==> config.mk <==
export PLATFORM = sky130hd
export DESIGN_NAME = arabic_text_normalizer
export DESIGN_NICKNAME = d
export VERILOG_FILES = /design/src/rtl/atn_pkg.sv /design/src/rtl/atn_ctrl.sv /design/src/rtl/atn_datapath.sv /design/src/rtl/arabic_text_normalizer.sv
export SDC_FILE = /design/constraint.sdc
export NUM_CORES = 1
export LEC_CHECK = 0
export BUFFER_PORTS_ARGS = -buffer_cell sky130_fd_sc_hd__buf_2
export CAP_MARGIN = 0
export CORE_ASPECT_RATIO = 1.2
export CORE_MARGIN = 2
export CORE_UTILIZATION = 50
export CTS_CLUSTER_SIZE = 24
export DETAILED_ROUTE_END_ITERATION = 7
export PLACE_DENSITY = 0.73
export SLEW_MARGIN = 20
export SYNTH_ARGS = -nofsm -noshare
export SYNTH_HDL_FRONTEND = slang
export SYNTH_SLANG_ARGS = --single-unit
==> constraint.sdc <==
create_clock -name clk -period 16 [get_ports clk]
set_input_delay 3.2 -clock clk [delete_from_list [all_inputs] [get_ports clk]]
set_output_delay 3.2 -clock clk [all_outputs]
set_load 0.01 [all_outputs]
==> src/rtl/atn_pkg.sv <==
package atn_pkg;

    localparam int unsigned CP_W     = 21;
    localparam int unsigned QDEPTH   = 4;
    localparam int unsigned QCNT_W   = 3;

    // Codepoints that are dropped or rewritten, and the fold targets
    localparam logic [CP_W-1:0] CP_MARK_A_LO    = 21'h00064B;
    localparam logic [CP_W-1:0] CP_MARK_A_HI    = 21'h00065F;
    localparam logic [CP_W-1:0] CP_SUPER_ALEF   = 21'h000670;
    localparam logic [CP_W-1:0] CP_MARK_B_LO    = 21'h0006D6;
    localparam logic [CP_W-1:0] CP_MARK_B_HI    = 21'h0006ED;
    localparam logic [CP_W-1:0] CP_TATWEEL      = 21'h000640;
    localparam logic [CP_W-1:0] CP_ALEF_MADDA   = 21'h000622;
    localparam logic [CP_W-1:0] CP_ALEF_HAMZA_A = 21'h000623;
    localparam logic [CP_W-1:0] CP_ALEF_HAMZA_B = 21'h000625;
    localparam logic [CP_W-1:0] CP_ALEF_WASLA   = 21'h000671;
    localparam logic [CP_W-1:0] CP_ALEF         = 21'h000627;
    localparam logic [CP_W-1:0] CP_ALEF_MAQSURA = 21'h000649;
    localparam logic [CP_W-1:0] CP_YEH          = 21'h00064A;
    localparam logic [CP_W-1:0] CP_TEH_MARBUTA  = 21'h000629;
    localparam logic [CP_W-1:0] CP_HEH          = 21'h000647;

    typedef struct packed {
        logic load;     // input transfer this cycle
        logic shift;    // output transfer this cycle
    } atn_cmd_t;

    typedef struct packed {
        logic has_result;   // accepted byte produces at least one output transfer
        logic last;         // byte at head of queue is the last of the run
    } atn_status_t;

    typedef struct packed {
        logic [QDEPTH-1:0][7:0] bytes;  // index 0 goes out first
        logic [QCNT_W-1:0]      nbytes;
    } atn_enc_t;

    // Sequence length from lead byte, 0 for an invalid lead
    function automatic logic [2:0] lead_len(input logic [7:0] b);
        logic [2:0] len;
        len = 3'd0;
        if (b[7] == 1'b0)
            len = 3'd1;
        else if (b[7:5] == 3'b110)
            len = 3'd2;
        else if (b[7:4] == 4'b1110)
            len = 3'd3;
        else if (b[7:3] == 5'b11110)
            len = 3'd4;
        return len;
    endfunction

    function automatic logic [CP_W-1:0] decode_seq(input logic [7:0] p0, input logic [7:0] p1,
                                                   input logic [7:0] p2, input logic [7:0] p3,
                                                   input logic [2:0] len);
        logic [CP_W-1:0] cp;
        case (len)
            3'd1:    cp = {13'd0, p0};
            3'd2:    cp = {10'd0, p0[4:0], p1[5:0]};
            3'd3:    cp = {5'd0, p0[3:0], p1[5:0], p2[5:0]};
            3'd4:    cp = {p0[2:0], p1[5:0], p2[5:0], p3[5:0]};
            default: cp = '0;
        endcase
        return cp;
    endfunction

    // Filter, fold letter variants, re-encode in shortest UTF-8 form
    function automatic atn_enc_t encode_cp(input logic [CP_W-1:0] cp_in);
        atn_enc_t        e;
        logic [CP_W-1:0] cp;
        logic            drop;
        e    = '0;
        cp   = cp_in;
        drop = (cp == '0) || (cp == CP_TATWEEL) || (cp == CP_SUPER_ALEF) ||
               ((cp >= CP_MARK_A_LO) && (cp <= CP_MARK_A_HI)) ||
               ((cp >= CP_MARK_B_LO) && (cp <= CP_MARK_B_HI));
        if ((cp == CP_ALEF_MADDA) || (cp == CP_ALEF_HAMZA_A) ||
            (cp == CP_ALEF_HAMZA_B) || (cp == CP_ALEF_WASLA))
            cp = CP_ALEF;
        if (cp == CP_ALEF_MAQSURA)
            cp = CP_YEH;
        if (cp == CP_TEH_MARBUTA)
            cp = CP_HEH;
        if (!drop) begin
            if (cp < 21'h000080) begin
                e.bytes[0] = cp[7:0];
                e.nbytes   = 3'd1;
            end else if (cp < 21'h000800) begin
                e.bytes[0] = {3'b110, cp[10:6]};
                e.bytes[1] = {2'b10, cp[5:0]};
                e.nbytes   = 3'd2;
            end else if (cp < 21'h010000) begin
                e.bytes[0] = {4'b1110, cp[15:12]};
                e.bytes[1] = {2'b10, cp[11:6]};
                e.bytes[2] = {2'b10, cp[5:0]};
                e.nbytes   = 3'd3;
            end else begin
                e.bytes[0] = {5'b11110, cp[20:18]};
                e.bytes[1] = {2'b10, cp[17:12]};
                e.bytes[2] = {2'b10, cp[11:6]};
                e.bytes[3] = {2'b10, cp[5:0]};
                e.nbytes   = 3'd4;
            end
        end
        return e;
    endfunction

endpackage

==> src/rtl/atn_ctrl.sv <==
module atn_ctrl (
    input  logic                clk,
    input  logic                rst_n,
    input  logic                in_valid,
    output logic                in_stall,
    output logic                out_valid,
    input  logic                out_stall,
    input  atn_pkg::atn_status_t status,
    output atn_pkg::atn_cmd_t    cmd
);
    import atn_pkg::*;

    typedef enum logic [1:0] {
        ST_IDLE = 2'b01,
        ST_SEND = 2'b10
    } state_t;

    state_t state_reg;
    state_t state_next;

    assign in_stall  = (state_reg != ST_IDLE);
    assign out_valid = (state_reg == ST_SEND);

    assign cmd.load  = in_valid && (state_reg == ST_IDLE);
    assign cmd.shift = out_valid && !out_stall;

    always_comb
    begin
        state_next = state_reg;
        case (state_reg)
            ST_IDLE:
            begin
                if (cmd.load && status.has_result)
                    state_next = ST_SEND;
            end
            ST_SEND:
            begin
                if (cmd.shift && status.last)
                    state_next = ST_IDLE;
            end
            default: state_next = ST_IDLE;
        endcase
    end

    always_ff @(posedge clk or negedge rst_n)
    begin
        if (!rst_n)
            state_reg <= ST_IDLE;
        else
            state_reg <= state_next;
    end

endmodule

==> src/rtl/atn_datapath.sv <==
module atn_datapath (
    input  logic                 clk,
    input  logic                 rst_n,
    input  atn_pkg::atn_cmd_t    cmd,
    output atn_pkg::atn_status_t status,
    input  logic [7:0]           in_byte,
    input  logic                 final_byte,
    output logic [7:0]           out_byte,
    output logic                 has_byte,
    output logic                 last_of_run,
    output logic                 end_of_text
);
    import atn_pkg::*;

    // partial sequence
    logic [7:0]              held0_reg, held1_reg, held2_reg;
    logic [7:0]              held0_next, held1_next, held2_next;
    logic [1:0]              cnt_reg, cnt_next, cnt_step;
    logic [2:0]              slen_reg, slen_next, slen_step;
    // output byte queue
    logic [QDEPTH-1:0][7:0]  q_reg, q_load;
    logic [QCNT_W-1:0]       qcnt_reg, qcnt_load;
    logic                    fin_reg;

    logic                    idle_path, complete;
    logic [2:0]              b_len, l1, l2;
    logic [7:0]              s1, s2;
    logic                    main_emit, fa_valid, fb_keep;
    logic [CP_W-1:0]         main_cp, fa_cp;
    atn_enc_t                enc;

    always_comb
    begin
        idle_path  = (cnt_reg == 2'd0) || (slen_reg < 3'd2) || (slen_reg > 3'd4);
        complete   = ({1'b0, cnt_reg} + 3'd1) >= slen_reg;
        b_len      = lead_len(in_byte);
        s1         = (cnt_reg == 2'd1) ? in_byte : held1_reg;
        s2         = (cnt_reg == 2'd2) ? in_byte : held2_reg;

        held0_next = held0_reg;
        held1_next = held1_reg;
        held2_next = held2_reg;
        cnt_step   = cnt_reg;
        slen_step  = slen_reg;
        main_emit  = 1'b0;
        main_cp    = '0;

        if (idle_path) begin
            cnt_step  = 2'd0;
            slen_step = 3'd0;
            if (b_len == 3'd1) begin
                main_emit = 1'b1;
                main_cp   = {13'd0, in_byte};
            end else if (b_len >= 3'd2) begin
                held0_next = in_byte;
                cnt_step   = 2'd1;
                slen_step  = b_len;
            end
        end else if (complete) begin
            // the new byte is the last of the sequence
            main_emit = 1'b1;
            main_cp   = decode_seq(held0_reg, s1, s2, in_byte, slen_reg);
            cnt_step  = 2'd0;
            slen_step = 3'd0;
        end else begin
            held1_next = s1;
            held2_next = s2;
            cnt_step   = cnt_reg + 2'd1;
        end

        // end of text inside a sequence: drop lead, re-decode the rest
        l1       = lead_len(held1_next);
        l2       = lead_len(held2_next);
        fa_valid = 1'b0;
        fa_cp    = '0;
        fb_keep  = 1'b0;
        if (final_byte) begin
            if (cnt_step == 2'd2) begin
                fa_valid = (l1 == 3'd1);
                fa_cp    = {13'd0, held1_next};
            end else if (cnt_step == 2'd3) begin
                if (l1 == 3'd1) begin
                    fa_valid = 1'b1;
                    fa_cp    = {13'd0, held1_next};
                    fb_keep  = (l2 == 3'd1) && (held2_next != 8'h00);
                end else if (l1 == 3'd2) begin
                    fa_valid = 1'b1;
                    fa_cp    = decode_seq(held1_next, held2_next, 8'h00, 8'h00, 3'd2);
                end else begin
                    fa_valid = (l2 == 3'd1);
                    fa_cp    = {13'd0, held2_next};
                end
            end
        end

        cnt_next  = final_byte ? 2'd0 : cnt_step;
        slen_next = final_byte ? 3'd0 : slen_step;

        enc = encode_cp(main_emit ? main_cp : fa_cp);
        if (!(main_emit || fa_valid))
            enc = '0;

        q_load    = enc.bytes;
        qcnt_load = enc.nbytes + {2'd0, fb_keep};
        if (fb_keep) begin
            // first flushed byte is ASCII, so at most one byte precedes this one
            if (enc.nbytes == 3'd0)
                q_load[0] = held2_next;
            else
                q_load[1] = held2_next;
        end
    end

    assign status.has_result = (qcnt_load != '0) || final_byte;
    assign status.last       = (qcnt_reg <= 3'd1);

    assign has_byte    = (qcnt_reg != '0);
    assign out_byte    = has_byte ? q_reg[0] : 8'h00;
    assign last_of_run = (qcnt_reg <= 3'd1);
    assign end_of_text = fin_reg && (qcnt_reg <= 3'd1);

    always_ff @(posedge clk or negedge rst_n)
    begin
        if (!rst_n) begin
            cnt_reg  <= 2'd0;
            slen_reg <= 3'd0;
            qcnt_reg <= '0;
            fin_reg  <= 1'b0;
        end else if (cmd.load) begin
            cnt_reg  <= cnt_next;
            slen_reg <= slen_next;
            qcnt_reg <= qcnt_load;
            fin_reg  <= final_byte;
        end else if (cmd.shift && (qcnt_reg != '0)) begin
            qcnt_reg <= qcnt_reg - 3'd1;
        end
    end

    always_ff @(posedge clk)
    begin
        if (cmd.load) begin
            held0_reg <= held0_next;
            held1_reg <= held1_next;
            held2_reg <= held2_next;
            q_reg     <= q_load;
        end else if (cmd.shift) begin
            q_reg <= {8'h00, q_reg[QDEPTH-1:1]};
        end
    end

endmodule

==> src/rtl/arabic_text_normalizer.sv <==
// Channel | Handshake            | Payload
// input   | in_valid / in_stall   | in_byte, final_byte
// output  | out_valid / out_stall | out_byte, has_byte, last_of_run, end_of_text
//
// A byte is taken and all of its output bytes (0..4) are built in that same cycle
// into a four-entry byte queue, then sent one per cycle while out_stall is low.
// Input is stalled while the queue drains; out_stall holds the head byte in place.
// rst_n (async, active low) clears the partial-sequence count and the queue.
module arabic_text_normalizer (
    input  logic       clk,
    input  logic       rst_n,
    input  logic       in_valid,
    output logic       in_stall,
    input  logic [7:0] in_byte,
    input  logic       final_byte,
    output logic       out_valid,
    input  logic       out_stall,
    output logic [7:0] out_byte,
    output logic       has_byte,
    output logic       last_of_run,
    output logic       end_of_text
);
    import atn_pkg::*;

    atn_cmd_t    cmd;
    atn_status_t status;

    // sequencing: accept, then drain queue
    atn_ctrl u_ctrl (
        .clk       (clk),
        .rst_n     (rst_n),
        .in_valid  (in_valid),
        .in_stall  (in_stall),
        .out_valid (out_valid),
        .out_stall (out_stall),
        .status    (status),
        .cmd       (cmd)
    );

    // decode, filter, fold, re-encode
    atn_datapath u_dp (
        .clk         (clk),
        .rst_n       (rst_n),
        .cmd         (cmd),
        .status      (status),
        .in_byte     (in_byte),
        .final_byte  (final_byte),
        .out_byte    (out_byte),
        .has_byte    (has_byte),
        .last_of_run (last_of_run),
        .end_of_text (end_of_text)
    );

endmodule

[Word level (Yosys, flattened, before mapping)]
Cells that the tools add are included.
Storage, ports and cells
  flip-flop bits (word level): 67
  bits of input ports: 13
Operators by class
  add/subtract/negate cells: 4
  magnitude comparators: 12
  equal/unequal tests: 34
  multiplexer cells: 72
  bitwise gates (word level): 1
  reductions and logical operators: 33
Operators with widths (number)
  $mux W21: 10
  $eq A21 B11 Y1 const B: 8
  $mux W8: 11
  $pmux W21 S4: 1
  $mux W35: 2
  $mux W32: 2
  $mux W3: 19
  $ge A21 B11 Y1 const B: 2
  $le A21 B11 Y1 const B: 2
  $mux W16: 2
  $mux W25: 1
  $mux W24: 1
  $mux W11: 2
  $logic_not A21 Y1: 1
  $lt A21 B12 Y1 const B: 1
  $lt A21 B17 Y1 const B: 1
  $lt A21 B8 Y1 const B: 1
  $mux W19: 1
  $eq A5 B5 Y1 const B: 3
  $mux W1: 13
  $eq A3 B1 Y1 const B: 4
  $eq A3 B3 Y1 const B: 4
  $eq A4 B4 Y1 const B: 3
  $mux W2: 6
  26 further kinds: 55

[Depth between registers and ports, before layout]
Gate-level depths: netlist (run 1).
  word-level depth: 37
  mapped depth: 25
  gate-level depth less buffers: 20

[Cells and area by module]
Synthesis (run 1) repeated with hierarchy kept, for this count alone.
Unflattened totals
  cells, all modules: 566
  area, all modules: 5332.6 sq um
By module, submodules not included
  atn_datapath: instances 1, cells an instance 554, area an instance 5227.5 sq um, sequential area each 1816.7 sq um
  atn_ctrl: instances 1, cells an instance 12, area an instance 105.1 sq um, sequential area each 51.3 sq um

[Least setup slack after synthesis (run 1)]
No wires, ideal clock.
  path kind: input to register
  start: input in_byte[5]
  end: register u_ctrl.state_reg[1]
  arrival time: 6.637 ns
  required time: 15.857 ns
  slack: 9.221 ns
  stages on the path: 17
  cell sequence: mux2_2 > or4_1 > o21a_1 > buf_2 > nor4_2 > and2_1 > nand2_1 > a2111oi_0 > mux2_4 > or2_1 > buf_2 > nor2_1 > ha_1 > ha_1 > xnor2_1 > nor4b_1 > o22ai_1
On the way
  cells in the longest elaborated chain, start to end: 36
RTL lines
  start: declaration: line arabic_text_normalizer.sv:14  | input logic [7:0] in_byte,
  branches (longest 30 deep; another with $ge A3 B2 Y1)
  $add A3 B1 Y3 *: line atn_datapath.sv:104  | qcnt_load = enc.nbytes + {2'd0, fb_keep};
  $reduce_bool A3 Y1 *: line atn_datapath.sv:114  | assign status.has_result = (qcnt_load != '0) || final_byte;
  $logic_or A1 B1 Y1 *: line atn_datapath.sv:114
  $logic_and A1 B1 Y1 *: line atn_ctrl.sv:33  | if (cmd.load && status.has_result)
  $ne A2 B2 Y1 (no source line) *
  $reduce_and A2 Y1 (no source line) *
  end signal: assignment: line atn_ctrl.sv:50  | state_reg <= state_next;
  end: declaration: line atn_ctrl.sv:18  | state_t state_reg;
Mark *: on every way between the ends.
A chain may end at the register's enable or synchronous reset.

[Worst setup path in the final report (run 1)]
  start: input in_byte[7]
  end: register u_ctrl.state_reg[1]
The elaborated chain is that of the path after synthesis.

==> flow_summary.json, run 1 <==
{
  "wl_met1_um": 7264,
  "synth_top_family_by_area": "compound AO/OA/AOI/OAI gates",
  "min_path_type": "reg -> reg",
  "ys.flop_type": "edfxtp_1",
  "syn_inst": 596,
  "design.die.area_um2": 11390,
  "post_cts_resized": 0,
  "yosysWarnings": 0,
  "async_flop_share_pct": 17.19,
  "crit_path_end_kind": "flop",
  "worst_slew_pin_slew_ns": 0.9317,
  "slew_violations": 0,
  "final_cell_mix": "75 x nand2_1, 55 x nor2_1, 53 x edfxtp_1",
  "totalWireLength_um": 18150,
  "place_hpwl_um": 13310,
  "cap_violations": 0,
  "largest_register_ffs": 30,
  "p_leak_nw": 2.085,
  "wl_per_cell_um": 24.50,
  "peakVddDrop_mv": 0.08422,
  "max_freq_mhz": 132.2,
  "drcViolationCount": 0,
  "top_layer": "met4",
  "final-seq-area_um2": 1868,
  "final_nets": 632,
  "grt_pass1_vias": 4758,
  "muxShareOfSynthArea_pct": 5.268,
  "clock_path_buffers": 2,
  "wl_met3_um": 1307,
  "num_vias": 5123,
  "fin_crit_ns": 7.566,
  "die_y_um": 116.5,
  "skew_ns": 0.007094,
  "yosys.area.top_type": "edfxtp_1",
  "synth_edf_count": 53,
  "synth-adder-area-share_pct": 2.848,
  "port_buffers": 25,
  "grt_usage_pct": 31.50,
  "powerDensity_nw_per_um2": 121.3,
  "drive_gt1_share_pct": 15.36,
  "status": "complete, no violations",
  "drt-initial-drc-count": 552,
  "clock_latency_ns": 0.33,
  "ys_ff_latch": 64,
  "antennaDiodeCount": 0,
  "firstDrtPassIters": 7,
  "clock_sinks": 64,
  "fp-row-count": 41,
  "final_core_util_pct": 55.50,
  "rsz0062_at_grt": "no",
  "cts_tree": "done",
  "numCtsBuffers": 9,
  "hold_viol": 0,
  "met2_length_um": 8377,
  "avgSynthCellArea_um2": 8.847,
  "routabilityCongestion": 0.9910,
  "postCtsSetupBuffers": 0,
  "synthXorXnorAreaFrac_pct": 0.4983,
  "initial_core_util_pct": 50.63,
  "finalSetupTns_ns": 0,
  "finalSetupViolCount": 0,
  "finalCritPeriodShare_pct": 47.28,
  "syn-cell-area_um2": 5273,
  "design_area_um2": 5779,
  "cp.required_ns": 16.17,
  "fill_cells": 951,
  "root_buffer": "clkbuf_16",
  "ios": 26,
  "holdBufCountCts": 0,
  "synth-compound-area-share_pct": 27.15,
  "syn_nets": 621,
  "placed_area_um2": 5451,
  "grt_overflow": 0,
  "multi_input_area_um2": 3154,
  "grt_max_degree": 40,
  "yosysSeqAreaShare_pct": 35.43,
  "synth.distinct_cells": 90,
  "start_kind": "input port",
  "core_um2": 10410,
  "netlist.area_leader.share_pct": 30.19,
  "critical_path_class": "in -> reg",
  "synth_simple_gate_area_share_pct": 23.99,
  "ant_nets": 0,
  "clkSlewWorstSetupHoldPaths_ns": 0.06,
  "die_x_um": 97.74,
  "worst_ep_arrival_time_ns": 7.73,
  "crit_path_max_fanout": 14,
  "grt_pass1_wl_um": 27380,
  "slew_headroom_pct": 37.89,
  "synth_area_leaders": "edfxtp_1 30%, nand2_1 5.3%, dfrtp_1 4.7%, nor2_1 3.9%, a21oi_1 3.6%",
  "area_growth_pct": 9.611,
  "htreeDepth": 3,
  "grt_antenna_before_repair": 0,
  "mostFrequentLayoutCell": "nand2_1",
  "vias_per_cell": 6.914
}
==> metrics by stage <==
stage | power, W | setup slack, ns | hold slack [ns] | std cells
after CTS | 0.0006972 | 8.643 | 0.4970 | 741
after global placement | 0.0004756 | 8.522 | 0.4799 | 725
after floorplan | 0.0004045 | 9.221 | 0.4382 | 596
final | 0.0007010 | 8.434 | 0.4995 | 741
after detailed placement | 0.0004781 | 8.336 | 0.4813 | 725
after global routing | 0.0007291 | 8.226 | 0.5040 | 741
==> power by group <==
group	internal, W	total [W]	switching [W]
registers	0.000227	0.000248	0.0000216
clock network	0.000138	0.000218	0.0000799
logic	0.0000765	0.000235	0.000158
==> cells by family after synthesis <==
kind of cell	after synthesis
buf+inv	58
fa+ha+maj	12
mux	25
compound gates	193
xor+xnor	3
flops	64
simple gates	241
==> cell type report <==
cell class	instances	share of cell area (%)
multi-input cells	474	54.58
flip-flops and latches	64	32.32
clock buffers	9	3.897
repair buffers	30	2.814
well taps	129	2.793
inverters	28	1.819
clock inverters	7	1.775
==> routing by layer <==
layer  track usage (%)  vias to the layer above
li1                  -                     2290
met1             40.17                     2424
met2             50.11                      321
met3             4.548                       88
met4             21.30                        0
met5                 0                        -
==> critical path, cell delays in order <==
cell	delay (ns)
buf_2	0.17
inv_1	0.15
or4_1	0.58
o32ai_2	0.26
o211ai_1	0.23
a31oi_4	0.46
mux2_1	0.21
nand3_1	0.06
a2111oi_0	0.48
a221o_1	0.41
or2_1	0.38
nor2_1	0.11
ha_1	0.19
ha_1	0.18
xnor2_1	0.19
nor4b_1	0.31
o22ai_1	0.15
==> worst paths after layout <==
check / end / startpoint / cells past startpoint / slack, ns
max: u_ctrl.state_reg[1] / in_byte[7] / 17 / 8.43
min: u_dp.fin_reg / u_dp.fin_reg / 2 / 0.50
max reg2reg: u_ctrl.state_reg[1] / u_dp.cnt_reg[0] / 19 / 9.05
min reg2reg: u_dp.fin_reg / u_dp.fin_reg / 2 / 0.50
max in group asynchronous: u_ctrl.state_reg[0] / rst_n / 1 / 12.97
min in group asynchronous: u_dp.slen_reg[2] / rst_n / 1 / 2.75
==> Yosys cell counts, drive strengths merged, types with 3 or more instances <==
library cell,number
nand2,76
nor2,57
edfxtp,53
a21oi,39
o21ai,38
inv,27
and2,21
nor3,21
buf,16
mux2i,16
clkbuf,14
o31ai,14
a22o,12
ha,12
dfrtp,10
nand3,10
mux2,9
nand2b,9
a211oi,8
o211ai,8
nor4,7
a31oi,6
or2,6
or3,6
or4,6
a221oi,5
o21a,5
o32ai,5
o41ai,5
a2111oi,4
a21o,4
a22oi,4
nand4,4
nor2b,4
o2111ai,4
o31a,4
a211o,3
a221o,3
a32oi,3
nand3b,3
nor3b,3
o22ai,3
xnor2,3
Note: power is estimated with default switching activity, not from simulation.
==> run 2, diff against run 1 <==
PLACE_DENSITY = 0.76   (was 0.73)
clock period = 6.7 ns   (was 16 ns; I/O delays follow)
==> run 2 against run 1 <==
Net effect:
- total power increased by 140%
- largest power group unchanged
- setup slack worse by 7.8 ns
- combinational power is 140% higher
- critical path type is now reg -> reg
- cell count rose by 0.81%
- die area stayed put
- clock skew up 0.0018 ns
- sequential share of layout area fell by 0.39 points
- register-to-register slack got worse by 8.4 ns
==> flow_summary.json, run 2 (synthesized netlist as in run 1, its figures left out) <==
{
  "p_leak_nw": 2.127,
  "grt_max_degree": 40,
  "clock_path_buffers": 2,
  "min_path_type": "reg -> reg",
  "postCtsSetupBuffers": 0,
  "numCtsBuffers": 9,
  "num_vias": 5104,
  "drcViolationCount": 0,
  "port_buffers": 25,
  "final_cell_mix": "75 x nand2_1, 55 x nor2_1, 53 x edfxtp_1",
  "root_buffer": "clkbuf_16",
  "firstDrtPassIters": 6,
  "ant_nets": 0,
  "antennaDiodeCount": 0,
  "crit_path_end_kind": "flop",
  "cp.required_ns": 6.90,
  "holdBufCountCts": 0,
  "core_um2": 10410,
  "finalCritPeriodShare_pct": 90.77,
  "initial_core_util_pct": 50.63,
  "peakVddDrop_mv": 0.1614,
  "ios": 26,
  "grt_pass1_vias": 4689,
  "start_kind": "flop",
  "worst_ep_arrival_time_ns": 6.28,
  "largest_register_ffs": 30,
  "crit_path_max_fanout": 16,
  "cts_tree": "done",
  "grt_usage_pct": 30.68,
  "fp-row-count": 41,
  "critical_path_class": "reg -> reg",
  "die_x_um": 97.74,
  "grt_overflow": 0,
  "totalWireLength_um": 17590,
  "grt_antenna_before_repair": 0,
  "status": "complete, no violations",
  "finalSetupViolCount": 0,
  "slew_headroom_pct": 41.01,
  "wl_per_cell_um": 23.54,
  "fin_crit_ns": 6.081,
  "design.die.area_um2": 11390,
  "htreeDepth": 3,
  "post_cts_resized": 0,
  "fill_cells": 961,
  "rsz0062_at_grt": "no",
  "die_y_um": 116.5,
  "slew_violations": 0,
  "finalSetupTns_ns": 0,
  "cap_violations": 0,
  "clock_latency_ns": 0.34,
  "powerDensity_nw_per_um2": 292.9,
  "final_nets": 638,
  "routabilityCongestion": 1.064,
  "drive_gt1_share_pct": 16.18,
  "max_freq_mhz": 164.4,
  "grt_pass1_wl_um": 26790,
  "vias_per_cell": 6.833,
  "mostFrequentLayoutCell": "nand2_1",
  "clock_sinks": 64,
  "final_core_util_pct": 56.17,
  "clkSlewWorstSetupHoldPaths_ns": 0.06,
  "area_growth_pct": 10.94,
  "worst_slew_pin_slew_ns": 0.8796,
  "skew_ns": 0.008887,
  "place_hpwl_um": 13080,
  "drt-initial-drc-count": 599,
  "hold_viol": 0
}
==> run 2: cell count changes in the layout (fill, tap and decap cells not counted), sizes merged <==
| cell | previous run | this run |
|---|---|---|
| buf | 30 | 36 |
| bufinv | 2 | 3 |
| clkinv | 2 | 3 |
| clkinvlp | 1 | 0 |
| inv | 30 | 29 |
==> run 2: power breakdown <==
group / internal, W / switching (W) / leakage [nW]
sequential: 0.000541 / 0.0000454 / 0.651
clock: 0.000369 / 0.000201 / 0.172
combinational: 0.000186 / 0.000371 / 1.30
==> run 2: layout make-up <==
cell class                 instances  area [µm²]  share of cell area, %
clock buffer                       9       225.2                  3.850
clock inverter                     7       127.6                  2.182
inverter                          28       105.1                  1.797
multi-input combinational        474        3154                  53.93
sequential                        64        1868                  31.94
tap                              129       161.4                  2.759
timing repair buffer              36       207.7                  3.551
==> run 2: final timing paths <==
path	from	endpoint	slack [ns]	depth (start not counted)
max in group asynchronous	rst_n	u_ctrl.state_reg[0]	5.54	1
setup / recovery	u_dp.cnt_reg[0]	u_ctrl.state_reg[1]	0.62	20
hold reg to reg	u_dp.fin_reg	u_dp.fin_reg	0.49	2
hold / removal	u_dp.fin_reg	u_dp.fin_reg	0.49	2
min in group asynchronous	rst_n	u_dp.slen_reg[0]	0.88	1
setup reg to reg	u_dp.cnt_reg[0]	u_ctrl.state_reg[1]	0.62	20
==> run 2: per-stage QoR <==
| stage | area, µm² | hold slack [ns] | setup slack (ns) | power (W) | instances |
|---|---|---|---|---|---|
| finish | 5849 | 0.4930 | 0.6186 | 0.001713 | 747 |
| CTS | 5849 | 0.4970 | 0.7735 | 0.001705 | 747 |
| detailed placement | 5497 | 0.4819 | 0.7580 | 0.001138 | 731 |
| global route | 5849 | 0.5386 | 0.2734 | 0.001786 | 747 |
| floorplan | 5273 | 0.4382 | 1.658 | 0.0009659 | 596 |
| global placement | 5497 | 0.4777 | 0.9440 | 0.001134 | 731 |
==> run 2: critical path, stage by stage, from the launching register on <==
cell	delay, ns
dfrtp_1	0.55
inv_1	0.16
ha_1	0.43
ha_1	0.22
a21oi_1	0.18
o21a_1	0.65
nand2_1	0.17
buf_4	0.22
o31a_1	0.38
a21oi_1	0.38
mux2_1	0.20
nand3_1	0.06
a2111oi_0	0.47
a221o_1	0.38
or2_1	0.37
nor2_1	0.10
ha_1	0.19
ha_1	0.18
xnor2_1	0.20
nor4b_1	0.29
o22ai_1	0.15
==> run 2: per-layer routing <==
| metal | global-route usage, % | vias to the layer above | part of all wire [%] |
|---|---|---|---|
| li1 | - | 2306 | - |
| met4 | 17.22 | 0 | 5.6 |
| met1 | 38.62 | 2402 | 40 |
| met5 | 0 | - | 0 |
| met3 | 4.967 | 84 | 8.1 |
| met2 | 50.76 | 312 | 46 |
